<file path="config.mk">
export PLATFORM = sky130hd
export DESIGN_NAME = i2c_master_bit_engine_flat
export DESIGN_NICKNAME = d
export VERILOG_FILES = /design/src/i2cm_pkg.sv /design/src/i2cm_ifs.sv /design/src/i2cm_step.sv /design/src/i2c_master_bit_engine.sv /design/src/flat_wrapper.sv
export SDC_FILE = /design/constraint.sdc
export NUM_CORES = 1
export LEC_CHECK = 0
export BUFFER_PORTS_ARGS = -buffer_cell sky130_fd_sc_hd__buf_2
export CORE_ASPECT_RATIO = 1.2
export CORE_MARGIN = 10
export CORE_UTILIZATION = 56
export DETAILED_ROUTE_END_ITERATION = 6
export GPL_TIMING_DRIVEN = 0
export HOLD_SLACK_MARGIN = 0.03
export PLACE_DENSITY = 0.82
export SYNTH_ARGS = -nofsm -noshare
export SYNTH_HDL_FRONTEND = slang
export SYNTH_SLANG_ARGS = --single-unit
</file>
<file path="constraint.sdc">
create_clock -name clk -period 4.58 [get_ports clk]
set_input_delay 0.229 -clock clk [delete_from_list [all_inputs] [get_ports clk]]
set_output_delay 0.229 -clock clk [all_outputs]
set_load 0.03 [all_outputs]
</file>
<file path="src/i2cm_pkg.sv">
// i2cm_pkg: command codes, bus phase encoding and the word types shared by the
// i2c master bit engine modules. Depends on nothing.

package i2cm_pkg;

  localparam logic [2:0] CMD_NONE  = 3'd0;
  localparam logic [2:0] CMD_START = 3'd1;
  localparam logic [2:0] CMD_STOP  = 3'd2;
  localparam logic [2:0] CMD_WRITE = 3'd3;
  localparam logic [2:0] CMD_READ  = 3'd4;
  localparam logic [2:0] CMD_ADDR  = 3'd5;

  localparam logic [7:0] ADDR_RD_MASK  = 8'h01;
  localparam logic [3:0] BITS_PER_BYTE = 4'd8;

  typedef enum logic [3:0] {
    PH_IDLE  = 4'b0001,
    PH_SETUP = 4'b0010,
    PH_HIGH  = 4'b0100,
    PH_HOLD  = 4'b1000
  } phase_t;

  // one tick word as taken from the input channel
  typedef struct packed {
    logic [2:0] cmd;
    logic [7:0] tx_byte;
    logic       addr_read;
    logic       last_read;
    logic       sda_in;
  } tick_t;

  // engine state apart from the tick counter, whose width is a parameter
  typedef struct packed {
    phase_t     phase;
    logic [2:0] active_cmd;
    logic [3:0] bit_count;
    logic [7:0] shift_reg;
    logic       ack_flag;
    logic       nack_pending;
    logic       scl;
    logic       sda;
    logic [7:0] rx_hold;
  } state_t;

  typedef struct packed {
    logic       scl_out;
    logic       sda_out;
    logic       busy_res;
    logic       done_res;
    logic       nack_seen;
    logic [7:0] rx_byte;
  } res_t;

endpackage

</file>
<file path="src/i2cm_ifs.sv">
// i2cm_ifs: valid/ready channel interfaces of the i2c master bit engine
// (tick input, result output, half-period configuration). No dependencies.

interface i2cm_tick_if;
  logic       valid;
  logic       ready;
  logic [2:0] cmd;
  logic [7:0] tx_byte;
  logic       addr_read;
  logic       last_read;
  logic       sda_in;

  modport source (output valid, cmd, tx_byte, addr_read, last_read, sda_in, input ready);
  modport sink   (input valid, cmd, tx_byte, addr_read, last_read, sda_in, output ready);
endinterface

interface i2cm_res_if;
  logic       valid;
  logic       ready;
  logic       scl_out;
  logic       sda_out;
  logic       busy_res;
  logic       done_res;
  logic       nack_seen;
  logic [7:0] rx_byte;

  modport source (output valid, scl_out, sda_out, busy_res, done_res, nack_seen, rx_byte,
                  input ready);
  modport sink   (input valid, scl_out, sda_out, busy_res, done_res, nack_seen, rx_byte,
                  output ready);
endinterface

interface i2cm_cfg_if;
  logic        valid;
  logic        ready;
  logic [15:0] half_period;

  modport source (output valid, half_period, input ready);
  modport sink   (input valid, half_period, output ready);
endinterface

</file>
<file path="src/i2cm_step.sv">
// i2cm_step: next-state and result logic for one tick of the bit engine.
// Purely combinational; depends on i2cm_pkg.

module i2cm_step #(
  parameter int DELAY_BITS = 16
) (
  input  i2cm_pkg::state_t        st_i,
  input  logic [DELAY_BITS-1:0]   tick_cnt_i,
  input  logic [DELAY_BITS-1:0]   half_period_i,
  input  i2cm_pkg::tick_t         tick_i,
  output i2cm_pkg::state_t        st_o,
  output logic [DELAY_BITS-1:0]   tick_cnt_o,
  output i2cm_pkg::res_t          res_o
);

  localparam logic [DELAY_BITS-1:0] CNT_ONE = DELAY_BITS'(1);

  logic       is_read;
  logic       phase_over;
  logic       done;
  logic [7:0] tx_sh;
  logic [7:0] new_sh;
  logic [3:0] new_bits;

  always_comb begin
    st_o       = st_i;
    tick_cnt_o = tick_cnt_i;
    done       = 1'b0;
    is_read    = (st_i.active_cmd == i2cm_pkg::CMD_READ);
    phase_over = (tick_cnt_i >= half_period_i);
    tx_sh      = tick_i.tx_byte |
                 (((tick_i.cmd == i2cm_pkg::CMD_ADDR) && tick_i.addr_read) ?
                  i2cm_pkg::ADDR_RD_MASK : 8'h00);
    new_sh     = is_read ? {st_i.shift_reg[6:0], tick_i.sda_in} :
                           {st_i.shift_reg[6:0], 1'b0};
    new_bits   = st_i.bit_count + 4'd1;

    case (st_i.phase)
      i2cm_pkg::PH_IDLE: begin
        if (tick_i.cmd >= i2cm_pkg::CMD_START && tick_i.cmd <= i2cm_pkg::CMD_ADDR) begin
          st_o.active_cmd = tick_i.cmd;
          st_o.phase      = i2cm_pkg::PH_SETUP;
          st_o.scl        = 1'b0;
          st_o.bit_count  = 4'd0;
          case (tick_i.cmd)
            i2cm_pkg::CMD_START: st_o.sda = 1'b1;
            i2cm_pkg::CMD_STOP:  st_o.sda = 1'b0;
            i2cm_pkg::CMD_READ: begin
              st_o.shift_reg    = 8'h00;
              st_o.nack_pending = tick_i.last_read;
              st_o.sda          = 1'b1;
            end
            default: begin
              st_o.shift_reg = tx_sh;
              st_o.sda       = tx_sh[7];
            end
          endcase
        end
      end
      i2cm_pkg::PH_SETUP: begin
        st_o.scl   = 1'b1;
        tick_cnt_o = CNT_ONE;
        st_o.phase = i2cm_pkg::PH_HIGH;
      end
      i2cm_pkg::PH_HIGH: begin
        if (!phase_over) begin
          tick_cnt_o = tick_cnt_i + CNT_ONE;
        end else if (st_i.active_cmd == i2cm_pkg::CMD_START) begin
          st_o.sda   = 1'b0;
          tick_cnt_o = CNT_ONE;
          st_o.phase = i2cm_pkg::PH_HOLD;
        end else if (st_i.active_cmd == i2cm_pkg::CMD_STOP) begin
          st_o.sda   = 1'b1;
          tick_cnt_o = CNT_ONE;
          st_o.phase = i2cm_pkg::PH_HOLD;
        end else begin
          st_o.scl = 1'b0;
          if (st_i.bit_count < i2cm_pkg::BITS_PER_BYTE) begin
            st_o.shift_reg = new_sh;
            st_o.bit_count = new_bits;
            // ninth clock: ack level for reads, released for writes
            if (new_bits == i2cm_pkg::BITS_PER_BYTE) begin
              st_o.sda = is_read ? st_i.nack_pending : 1'b1;
            end else begin
              st_o.sda = is_read ? 1'b1 : new_sh[7];
            end
            st_o.phase = i2cm_pkg::PH_SETUP;
          end else begin
            if (is_read) begin
              st_o.rx_hold = st_i.shift_reg;
            end else begin
              st_o.ack_flag = tick_i.sda_in;
            end
            st_o.phase      = i2cm_pkg::PH_IDLE;
            st_o.active_cmd = i2cm_pkg::CMD_NONE;
            done            = 1'b1;
          end
        end
      end
      i2cm_pkg::PH_HOLD: begin
        if (!phase_over) begin
          tick_cnt_o = tick_cnt_i + CNT_ONE;
        end else begin
          if (st_i.active_cmd == i2cm_pkg::CMD_START) begin
            st_o.scl = 1'b0;
          end
          st_o.phase      = i2cm_pkg::PH_IDLE;
          st_o.active_cmd = i2cm_pkg::CMD_NONE;
          done            = 1'b1;
        end
      end
      default: begin
        st_o.phase      = i2cm_pkg::PH_IDLE;
        st_o.active_cmd = i2cm_pkg::CMD_NONE;
      end
    endcase

    res_o.scl_out   = st_o.scl;
    res_o.sda_out   = st_o.sda;
    res_o.busy_res  = (st_o.phase != i2cm_pkg::PH_IDLE);
    res_o.done_res  = done;
    res_o.nack_seen = st_o.ack_flag;
    res_o.rx_byte   = st_o.rx_hold;
  end

endmodule

</file>
<file path="src/i2c_master_bit_engine.sv">
// i2c_master_bit_engine: top level with tick input register, engine state,
// result register and half-period register. Depends on i2cm_pkg, i2cm_ifs, i2cm_step.

// Each accepted tick word gives exactly one result word: it lands in the
// input register, the step logic updates the engine state from it and loads
// the result register. The engine state is a single set of registers fed
// back to the step logic, so throughput is one tick per cycle unless the
// output stalls, and is set by that loop. in_ch.ready drops only while both
// registers are full and out_ch.ready is low. The half-period register takes
// a write whenever cfg_ch.valid is high and should be written only while the
// engine is idle; its value is held modulo 2**DELAY_BITS.

module i2c_master_bit_engine #(
  parameter int DELAY_BITS = 16
) (
  input  logic           clk,
  input  logic           rst_n,
  i2cm_tick_if.sink      in_ch,
  i2cm_res_if.source     out_ch,
  i2cm_cfg_if.sink       cfg_ch
);

  localparam logic [DELAY_BITS-1:0] HP_RESET = DELAY_BITS'(32'd100);

  logic                   in_valid_r;
  i2cm_pkg::tick_t        in_word_r;
  logic                   out_valid_r;
  i2cm_pkg::res_t         out_word_r;
  i2cm_pkg::state_t       st_r;
  i2cm_pkg::state_t       st_nxt;
  logic [DELAY_BITS-1:0]  tick_cnt_r;
  logic [DELAY_BITS-1:0]  tick_cnt_nxt;
  logic [DELAY_BITS-1:0]  half_period_r;
  i2cm_pkg::res_t         res_nxt;
  logic                   advance;
  logic                   in_fire;

  assign advance  = in_valid_r && (!out_valid_r || out_ch.ready);
  assign in_ch.ready = !in_valid_r || advance;
  assign in_fire  = in_ch.valid && in_ch.ready;
  assign cfg_ch.ready = 1'b1;

  i2cm_step #(
    .DELAY_BITS(DELAY_BITS)
  ) u_step (
    .st_i          (st_r),
    .tick_cnt_i    (tick_cnt_r),
    .half_period_i (half_period_r),
    .tick_i        (in_word_r),
    .st_o          (st_nxt),
    .tick_cnt_o    (tick_cnt_nxt),
    .res_o         (res_nxt)
  );

  always_ff @(posedge clk) begin
    if (!rst_n) begin
      in_valid_r  <= 1'b0;
      out_valid_r <= 1'b0;
      tick_cnt_r  <= '0;
      half_period_r <= HP_RESET;
      st_r.phase        <= i2cm_pkg::PH_IDLE;
      st_r.active_cmd   <= i2cm_pkg::CMD_NONE;
      st_r.bit_count    <= 4'd0;
      st_r.shift_reg    <= 8'h00;
      st_r.ack_flag     <= 1'b0;
      st_r.nack_pending <= 1'b0;
      st_r.scl          <= 1'b1;
      st_r.sda          <= 1'b1;
      st_r.rx_hold      <= 8'h00;
    end else begin
      if (in_fire) begin
        in_valid_r <= 1'b1;
      end else if (advance) begin
        in_valid_r <= 1'b0;
      end
      if (advance) begin
        out_valid_r <= 1'b1;
        st_r        <= st_nxt;
        tick_cnt_r  <= tick_cnt_nxt;
      end else if (out_ch.ready) begin
        out_valid_r <= 1'b0;
      end
      if (cfg_ch.valid) begin
        half_period_r <= DELAY_BITS'(cfg_ch.half_period);
      end
    end
  end

  // payload registers
  always_ff @(posedge clk) begin
    if (in_fire) begin
      in_word_r.cmd       <= in_ch.cmd;
      in_word_r.tx_byte   <= in_ch.tx_byte;
      in_word_r.addr_read <= in_ch.addr_read;
      in_word_r.last_read <= in_ch.last_read;
      in_word_r.sda_in    <= in_ch.sda_in;
    end
    if (advance) begin
      out_word_r <= res_nxt;
    end
  end

  assign out_ch.valid     = out_valid_r;
  assign out_ch.scl_out   = out_word_r.scl_out;
  assign out_ch.sda_out   = out_word_r.sda_out;
  assign out_ch.busy_res  = out_word_r.busy_res;
  assign out_ch.done_res  = out_word_r.done_res;
  assign out_ch.nack_seen = out_word_r.nack_seen;
  assign out_ch.rx_byte   = out_word_r.rx_byte;

  a_done_not_busy: assert property (@(posedge clk) disable iff (!rst_n)
    out_ch.valid && out_ch.done_res |-> !out_ch.busy_res)
    else $error("done reported while still busy");

  a_advance_fills_out: assert property (@(posedge clk) disable iff (!rst_n)
    advance |=> out_valid_r)
    else $error("processed tick gave no result word");

  a_setup_to_high: assert property (@(posedge clk) disable iff (!rst_n)
    advance && st_r.phase == i2cm_pkg::PH_SETUP |=>
      st_r.phase == i2cm_pkg::PH_HIGH && st_r.scl)
    else $error("setup tick did not raise scl");

  a_state_holds: assert property (@(posedge clk) disable iff (!rst_n)
    !advance |=> $stable(st_r) && $stable(tick_cnt_r))
    else $error("engine state moved without a tick");

endmodule
</file>
<file path="src/flat_wrapper.sv">
// flat-port wrapper written by rule: the top's interface ports become plain ports
module i2c_master_bit_engine_flat 
#(
  parameter int DELAY_BITS = 16
)
  (clk, rst_n, in_ch_valid, in_ch_cmd, in_ch_tx_byte, in_ch_addr_read, in_ch_last_read, in_ch_sda_in, in_ch_ready, out_ch_valid, out_ch_scl_out, out_ch_sda_out, out_ch_busy_res, out_ch_done_res, out_ch_nack_seen, out_ch_rx_byte, out_ch_ready, cfg_ch_valid, cfg_ch_half_period, cfg_ch_ready);
  i2cm_tick_if in_ch_i ();
  i2cm_res_if out_ch_i ();
  i2cm_cfg_if cfg_ch_i ();
  input  logic clk;
  input  logic rst_n;
  input wire logic [$bits(in_ch_i.valid)-1:0] in_ch_valid;
  input wire logic [$bits(in_ch_i.cmd)-1:0] in_ch_cmd;
  input wire logic [$bits(in_ch_i.tx_byte)-1:0] in_ch_tx_byte;
  input wire logic [$bits(in_ch_i.addr_read)-1:0] in_ch_addr_read;
  input wire logic [$bits(in_ch_i.last_read)-1:0] in_ch_last_read;
  input wire logic [$bits(in_ch_i.sda_in)-1:0] in_ch_sda_in;
  output wire logic [$bits(in_ch_i.ready)-1:0] in_ch_ready;
  output wire logic [$bits(out_ch_i.valid)-1:0] out_ch_valid;
  output wire logic [$bits(out_ch_i.scl_out)-1:0] out_ch_scl_out;
  output wire logic [$bits(out_ch_i.sda_out)-1:0] out_ch_sda_out;
  output wire logic [$bits(out_ch_i.busy_res)-1:0] out_ch_busy_res;
  output wire logic [$bits(out_ch_i.done_res)-1:0] out_ch_done_res;
  output wire logic [$bits(out_ch_i.nack_seen)-1:0] out_ch_nack_seen;
  output wire logic [$bits(out_ch_i.rx_byte)-1:0] out_ch_rx_byte;
  input wire logic [$bits(out_ch_i.ready)-1:0] out_ch_ready;
  input wire logic [$bits(cfg_ch_i.valid)-1:0] cfg_ch_valid;
  input wire logic [$bits(cfg_ch_i.half_period)-1:0] cfg_ch_half_period;
  output wire logic [$bits(cfg_ch_i.ready)-1:0] cfg_ch_ready;
  assign in_ch_i.valid = in_ch_valid;
  assign in_ch_i.cmd = in_ch_cmd;
  assign in_ch_i.tx_byte = in_ch_tx_byte;
  assign in_ch_i.addr_read = in_ch_addr_read;
  assign in_ch_i.last_read = in_ch_last_read;
  assign in_ch_i.sda_in = in_ch_sda_in;
  assign in_ch_ready = in_ch_i.ready;
  assign out_ch_valid = out_ch_i.valid;
  assign out_ch_scl_out = out_ch_i.scl_out;
  assign out_ch_sda_out = out_ch_i.sda_out;
  assign out_ch_busy_res = out_ch_i.busy_res;
  assign out_ch_done_res = out_ch_i.done_res;
  assign out_ch_nack_seen = out_ch_i.nack_seen;
  assign out_ch_rx_byte = out_ch_i.rx_byte;
  assign out_ch_i.ready = out_ch_ready;
  assign cfg_ch_i.valid = cfg_ch_valid;
  assign cfg_ch_i.half_period = cfg_ch_half_period;
  assign cfg_ch_ready = cfg_ch_i.ready;
  i2c_master_bit_engine #(.DELAY_BITS(DELAY_BITS)) u_core (.clk(clk), .rst_n(rst_n), .in_ch(in_ch_i), .out_ch(out_ch_i), .cfg_ch(cfg_ch_i));
endmodule
</file>
=== Yosys cells after proc, flatten, opt, wreduce, memory -nomap -nowiden ===
Index checks and enable logic that the tools add are counted.

* Output and inout port bits: 16
* Word-level logic and storage cells: 128
* Flip-flop bits (word level): 92

* Reduce and logical (&&, ||, !) cells: 19
* Multiplexer cells: 54
* Bitwise logic cells: 2
* Add/subtract/negate cells: 2
* Equal/unequal tests: 23
* Magnitude comparators: 4

{| class="wikitable"
|+ Operators by type and width
! cell !! number
|-
| 16-bit 2-to-1 mux || 6
|-
| 16-bit one-hot mux with 3 select lines || 1
|-
| 8-bit 2-to-1 mux || 5
|-
| 1-bit 2-to-1 mux || 24
|-
| 12-bit one-hot mux with 2 select lines || 1
|-
| 20-bit 2-to-1 mux || 1
|-
| 19-bit 2-to-1 mux || 1
|-
| 2-bit inequality test, second input constant || 9
|-
| 16-bit by 1-bit adder with 16-bit output, second input constant || 1
|-
| 16-bit greater-or-equal comparator || 1
|-
| 4-bit one-hot mux with 4 select lines || 1
|-
| 8-bit one-hot mux with 2 select lines || 1
|-
| 8-bit AND reduction || 2
|-
| 12-bit 2-to-1 mux || 1
|-
| 3-bit one-hot mux with 4 select lines || 1
|-
| 10-bit 2-to-1 mux || 1
|-
| 3-bit == test, second input constant || 3
|-
| 4-bit == test, second input constant || 2
|-
| 4-bit 2-to-1 mux || 2
|-
| 8-bit by 1-bit OR with 8-bit output || 1
|-
| 4-bit AND reduction || 2
|-
| 7-bit 2-to-1 mux || 1
|-
| 7-bit AND reduction || 1
|-
| 3-bit by 1-bit == test with 1-bit output, second input constant || 2
|-
| 21 further kinds || 33
|}

=== Depth between registers and ports, before layout ===
* Word-level depth: 8
* Gate-level depth with buffers: 11
* Gate-level depth less buffers: 8

=== Hierarchy ===
A second synthesis with hierarchy kept.

* Cells, all modules: 594
* Area, all modules: 5380.2 um2

{| class="wikitable"
|+ By module, submodules not included
! module !! times used !! seq. area each (um2) !! area each (um2) !! cells an instance
|-
| i2c_master_bit_engine || 1 || 2112.0 || 3419.5 || 294
|-
| i2cm_step || 1 || 0.0 || 1960.6 || 300
|}

=== Least setup slack after synthesis ===
OpenSTA, ideal clock, no wires.

* Path kind: register to register
* Start: register u_core.half_period_r[13]
* End: register u_core.out_word_r (netlist bit u_core.out_ch.rx_byte[0]), data pin
* Setup time: 0.260 ns
* Data arrival time: 2.435 ns
* Setup slack: 1.886 ns
* Buffers on the path: 0
* Required time: 4.320 ns
* Stages on the path, launching flop included: 9
* Path through: dfxtp_1 -> inv_1 -> ha_1 -> a21o_1 -> a21o_1 -> a2111oi_2 -> a311oi_2 -> nand3_1 -> mux2_2

{| class="wikitable"
|+ RTL lines
! element !! RTL line !! RTL
|-
| from (decl) || i2c_master_bit_engine.sv:33 || <nowiki>logic [DELAY_BITS-1:0] half_period_r;</nowiki>
|-
| from (signal assigned) || i2c_master_bit_engine.sv:84 || <nowiki>half_period_r <= DELAY_BITS'(cfg_ch.half_period);</nowiki>
|-
| to (signal assigned) || i2c_master_bit_engine.sv:99 || <nowiki>out_word_r <= res_nxt;</nowiki>
|-
| to (decl) || i2c_master_bit_engine.sv:28 || <nowiki>i2cm_pkg::res_t out_word_r;</nowiki>
|}

=== Final worst setup path ===
* Start: register u_core.half_period_r[13]
* End: register u_core.tick_cnt_r[1]

* Word-level cells in the longest chain between the ends: 3
* Elaborated cells on any way between the ends: 6
* Classes of those cells: order compare (1); eq/ne (2); mux (2); reduce/logical (1)

{| class="wikitable"
|+ RTL lines
! element !! RTL line !! RTL
|-
| 16-bit greater-or-equal comparator * || i2cm_step.sv:30 || <nowiki>phase_over = (tick_cnt_i >= half_period_i);</nowiki>
|-
| 4-bit inequality test (no line) (tied with other cells) || -- ||
|-
| 4-bit AND reduction (no line) / 16-bit one-hot mux with 3 select lines (equally long branches) || -- ||
|-
| to (signal assigned) || i2c_master_bit_engine.sv:79 || <nowiki>tick_cnt_r <= tick_cnt_nxt;</nowiki>
|-
| to (decl) || i2c_master_bit_engine.sv:31 || <nowiki>logic [DELAY_BITS-1:0] tick_cnt_r;</nowiki>
|}

Mark *: on every way between the ends. The rest lies on a longest branch, timed or not.
A chain may end at the register's enable or synchronous reset.

==> metrics.txt <==
run status=completed; half-perimeter wire length after placement=8.659 mm; total routed wire length on the met1 layer=4.504 mm; placed cell areas=5115 um^2; clock network fraction of design power=33.3%; CTS tree=done; number of endpoints failing setup at the final stage=0; nature of the critical path startpoint=flop; dominant register cell in the synthesized netlist=sky130_fd_sc_hd__dfxtp_1; number of top-level pins=51; Switching Fraction=26.52%; share of synthesized flip-flops with an asynchronous set or reset=0%; Clock H-tree levels=3; clk_skew=21.36 ps; net count after synthesis=558; Total Routed Length=12.05 mm; DRC marker count from the first detailed-route iteration=292; clock latency on the worst-skew pair=390 ps; proportion of layout cells with a drive suffix above 1=16.81%; share of power burned in registers=54.3%; # diodes=0; total negative slack for setup checks=0 ps; CTS sink cnt=92; remaining global-route overflow=0; # Max-Cap Violations=0; reg-to-reg setup timing slack=1400 ps; worst slew margin relative to its limit=22.27%; power density normalized to cell area=300.8 nW/um^2; vias in the first global route=4296; post-route cell area=5445 um^2; number of distinct library cells after synthesis=65; Final Cycle Share=69.36%; initial antenna violation count=0; worst hold path endpoint=u_core.half_period_r[6]; Post-synth EDFFs=27; number of register bits inferred by synthesis=92; Post-Syn Area=4732 um^2; Max Clk Rate=314.8 MHz; capturing element type of the critical path=flop; routability-driven placement congestion ratio=0.9299; pin count of the biggest net entering global routing=23; Worst R2R Path Depth=9; worst vdd rail ir drop=183.9 uV; vias per cell=6.121; initial core utilization=57.72%; Worst Hold Class=input pin to flop; filler cell count in the final layout=673; area added between synthesis and finish=15.07%; Comb pwr share=12.3%; area of the die=12540 um^2; source of the worst hold timing path=cfg_ch_half_period[6]; core footprint=8198 um^2; die extent in y=120.7 um; CTS buffer count=9; via count=4266; RSZ-0062 raised after global routing=no; mean routed wirelength per cell=17.29 um; Avg Inst Size Synth=9.370 um^2; proportion of synthesized chip area in sequential cells=44.63%; cell-internal power=1204 uW; first-pass iteration count of the detailed router=5; number of instances in the synthesized netlist=505; Met2 Routed Length=6.044 mm; WP data required=4880 ps; worst-path maximum fanout=10; count of final hold-check violations=0; met3 wire length=892 um; wire length of the first global-routing pass=19.95 mm; worst slew pin tran=1166 ps; DRC violations left=0; horizontal extent of the die=103.9 um; launch point of the worst reg-to-reg path=u_core.half_period_r[13]; Hold Path Stages=3; top area cells in the synthesized netlist=sky130_fd_sc_hd__dfxtp_1, sky130_fd_sc_hd__edfxtp_1, sky130_fd_sc_hd__a21oi_1; Yosys warnings=0; RR Endpoint=u_core.tick_cnt_r[1]; input/output buffers=48; postcts setup bufs=0; shortest clock period the worst path allows after layout=3177 ps; root buffer cell=sky130_fd_sc_hd__clkbuf_8; leakage power=0.002072 uW; worst setup margin=1403 ps; leading area contributor after synthesis=sky130_fd_sc_hd__dfxtp_1; Net Sw Power=434.5 uW; aggregate global-route resource usage=19.33%; number of placement rows=36; Crit path arrival time=3480 ps; source of the critical timing path=u_core.half_period_r[13]; top layer used by detailed routing=met4; pre-CTS setup slack=1501 ps; antenna-violating nets left=0; CTS clock-pin slew for the worst setup and hold paths=90 ps; critical path class=flop to flop; final max-slew violation count=0; # nets final=631; number of buffers between clock root and the deepest sink=2; proportion of netlist area held by the largest area contributor=27.50%
-- cells in the final DEF, fill, tap and decap left out, types with 4 or more instances in the layout --
master                          instances
sky130_fd_sc_hd__nand2_1               28
sky130_fd_sc_hd__nand4_1               15
sky130_fd_sc_hd__inv_1                 24
sky130_fd_sc_hd__ha_1                  18
sky130_fd_sc_hd__a31oi_1                9
sky130_fd_sc_hd__clkbuf_1              24
sky130_fd_sc_hd__dlygate4sd3_1         14
sky130_fd_sc_hd__nand3_1               26
sky130_fd_sc_hd__or3_1                  6
sky130_fd_sc_hd__a21oi_1               46
sky130_fd_sc_hd__a22oi_1                8
sky130_fd_sc_hd__o21ai_0               24
sky130_fd_sc_hd__or4_1                  8
sky130_fd_sc_hd__nor2_1                30
sky130_fd_sc_hd__buf_2                 56
sky130_fd_sc_hd__dfxtp_1               65
sky130_fd_sc_hd__clkbuf_8               9
sky130_fd_sc_hd__mux2_2                 9
sky130_fd_sc_hd__and2_1                 4
sky130_fd_sc_hd__edfxtp_1              27
sky130_fd_sc_hd__a21o_1                 4
sky130_fd_sc_hd__o211ai_1               6
sky130_fd_sc_hd__nand2b_1               4
sky130_fd_sc_hd__buf_4                  4
sky130_fd_sc_hd__nor3_1                14
sky130_fd_sc_hd__o31ai_1                9
sky130_fd_sc_hd__mux2i_1               19
sky130_fd_sc_hd__a211oi_1               8
-- cell type report --
class	count	area, um^2	area share (%)
Buffer	36	160.2	2.941
Clock buffer	10	127.6	2.344
Clock inverter	6	62.56	1.149
Inverter	24	90.09	1.654
Multi-Input combinational cell	353	2370	43.52
Sequential cell	92	2112	38.79
Tap cell	114	142.6	2.619
Timing Repair Buffer	62	380.4	6.985
-- power groups by stage --
stage | clock network [uW] | registers (uW) | logic [uW]
after global routing | 583 | 894 | 224
after floorplan | 0 | 915 | 123
final | 546 | 890 | 202
after CTS | 556 | 890 | 200
after detailed placement | 0 | 909 | 190
after global placement | 0 | 907 | 183
-- stage by stage --
step / hold slack [ps] / instances / utilization (%) / power, uW
floorplan: 327.9 / 505 / - / 1038
global placement: 405.4 / 667 / 62.39 / 1090
detailed placement: 407.3 / 667 / 62.39 / 1098
CTS: 33.99 / 696 / 66.30 / 1646
global route: 66.38 / 697 / 66.42 / 1701
finish: 74.64 / 697 / 66.42 / 1638
-- layer usage --
metal	GRT usage (%)	vias up
li1	-	2042
met1	19.53	1966
met2	33.85	205
met3	5.154	53
met4	14.37	0
met5	0	-
-- how the worst max path moves through the flow --
stage / endpoint / depth (start not counted)
finish: u_core.tick_cnt_r[1] / 9
global route: u_core.st_r[16] / 9
CTS: u_core.tick_cnt_r[1] / 9
detailed placement: u_core.tick_cnt_r[1] / 9
global placement: u_core.tick_cnt_r[13] / 9
floorplan: u_core.out_ch.rx_byte[0] / 8
-- Yosys cell counts, types with 2 or more instances --
cell type / n
sky130_fd_sc_hd__nand2b_1: 4
sky130_fd_sc_hd__a31oi_1: 9
sky130_fd_sc_hd__buf_2: 8
sky130_fd_sc_hd__o31a_1: 3
sky130_fd_sc_hd__or3_1: 6
sky130_fd_sc_hd__nor4_1: 3
sky130_fd_sc_hd__a22oi_1: 8
sky130_fd_sc_hd__xor2_1: 2
sky130_fd_sc_hd__clkbuf_1: 23
sky130_fd_sc_hd__o41ai_1: 3
sky130_fd_sc_hd__mux2i_1: 19
sky130_fd_sc_hd__and3_1: 3
sky130_fd_sc_hd__or4b_1: 3
sky130_fd_sc_hd__a211oi_1: 8
sky130_fd_sc_hd__or4b_2: 2
sky130_fd_sc_hd__nand4_1: 15
sky130_fd_sc_hd__nor4b_1: 2
sky130_fd_sc_hd__a21o_1: 4
sky130_fd_sc_hd__edfxtp_1: 27
sky130_fd_sc_hd__and2_1: 4
sky130_fd_sc_hd__o21ai_0: 24
sky130_fd_sc_hd__nor3b_1: 3
sky130_fd_sc_hd__nor2_1: 30
sky130_fd_sc_hd__a21oi_1: 46
sky130_fd_sc_hd__o31ai_1: 9
sky130_fd_sc_hd__inv_1: 24
sky130_fd_sc_hd__buf_4: 4
sky130_fd_sc_hd__nor3_1: 14
sky130_fd_sc_hd__or2_2: 2
sky130_fd_sc_hd__ha_1: 18
sky130_fd_sc_hd__o211ai_1: 6
sky130_fd_sc_hd__or4_1: 8
sky130_fd_sc_hd__mux2_2: 9
sky130_fd_sc_hd__nand3_1: 26
sky130_fd_sc_hd__nor2b_1: 2
sky130_fd_sc_hd__nand2_1: 28
sky130_fd_sc_hd__a2111o_1: 2
sky130_fd_sc_hd__o21ai_1: 2
sky130_fd_sc_hd__nand3b_1: 2
sky130_fd_sc_hd__dfxtp_1: 65
-- state kept, by name, summed over array words and instances (netlist names) --
register / cells
u_core.half_period_r: 16
u_core.in_valid_r: 1
u_core.in_word_r: 14
u_core.out_ch.busy_res: 1
u_core.out_ch.done_res: 1
u_core.out_ch.nack_seen: 1
u_core.out_ch.rx_byte: 8
u_core.out_ch.scl_out: 1
u_core.out_ch.sda_out: 1
u_core.out_ch.valid: 1
u_core.st_r: 31
u_core.tick_cnt_r: 16
-- repair_timing --
action                    in CTS  in global routing
gates resized for setup        0                  0
hold endpoints to repair      13                  1
hold buffers                  13                  1
-- logic make-up (layout without fill, tap and decap cells) --
| family | after synthesis | in the layout | synth area share [%] |
|---|---|---|---|
| compound gates | 142 | 142 | 20.23 |
| other cells | 1 | 1 | 0.07925 |
| mux | 28 | 28 | 6.161 |
| fa+ha+maj | 18 | 18 | 4.759 |
| simple gates | 161 | 161 | 18.30 |
| flops | 92 | 92 | 44.63 |
| buf+inv | 60 | 138 | 5.288 |
| xor+xnor | 3 | 3 | 0.5554 |
-- critical path, cell delays in order, from the launching register on --
cell and delay, ps:
sky130_fd_sc_hd__dfxtp_1 350, sky130_fd_sc_hd__inv_1 50, sky130_fd_sc_hd__ha_1 310, sky130_fd_sc_hd__a21o_1 190, sky130_fd_sc_hd__a21o_1 200, sky130_fd_sc_hd__a2111o_1 510
sky130_fd_sc_hd__o31ai_2 660, sky130_fd_sc_hd__o21ai_1 330, sky130_fd_sc_hd__clkbuf_1 300, sky130_fd_sc_hd__a21oi_1 190
Power figures use the tool's default switching activity.
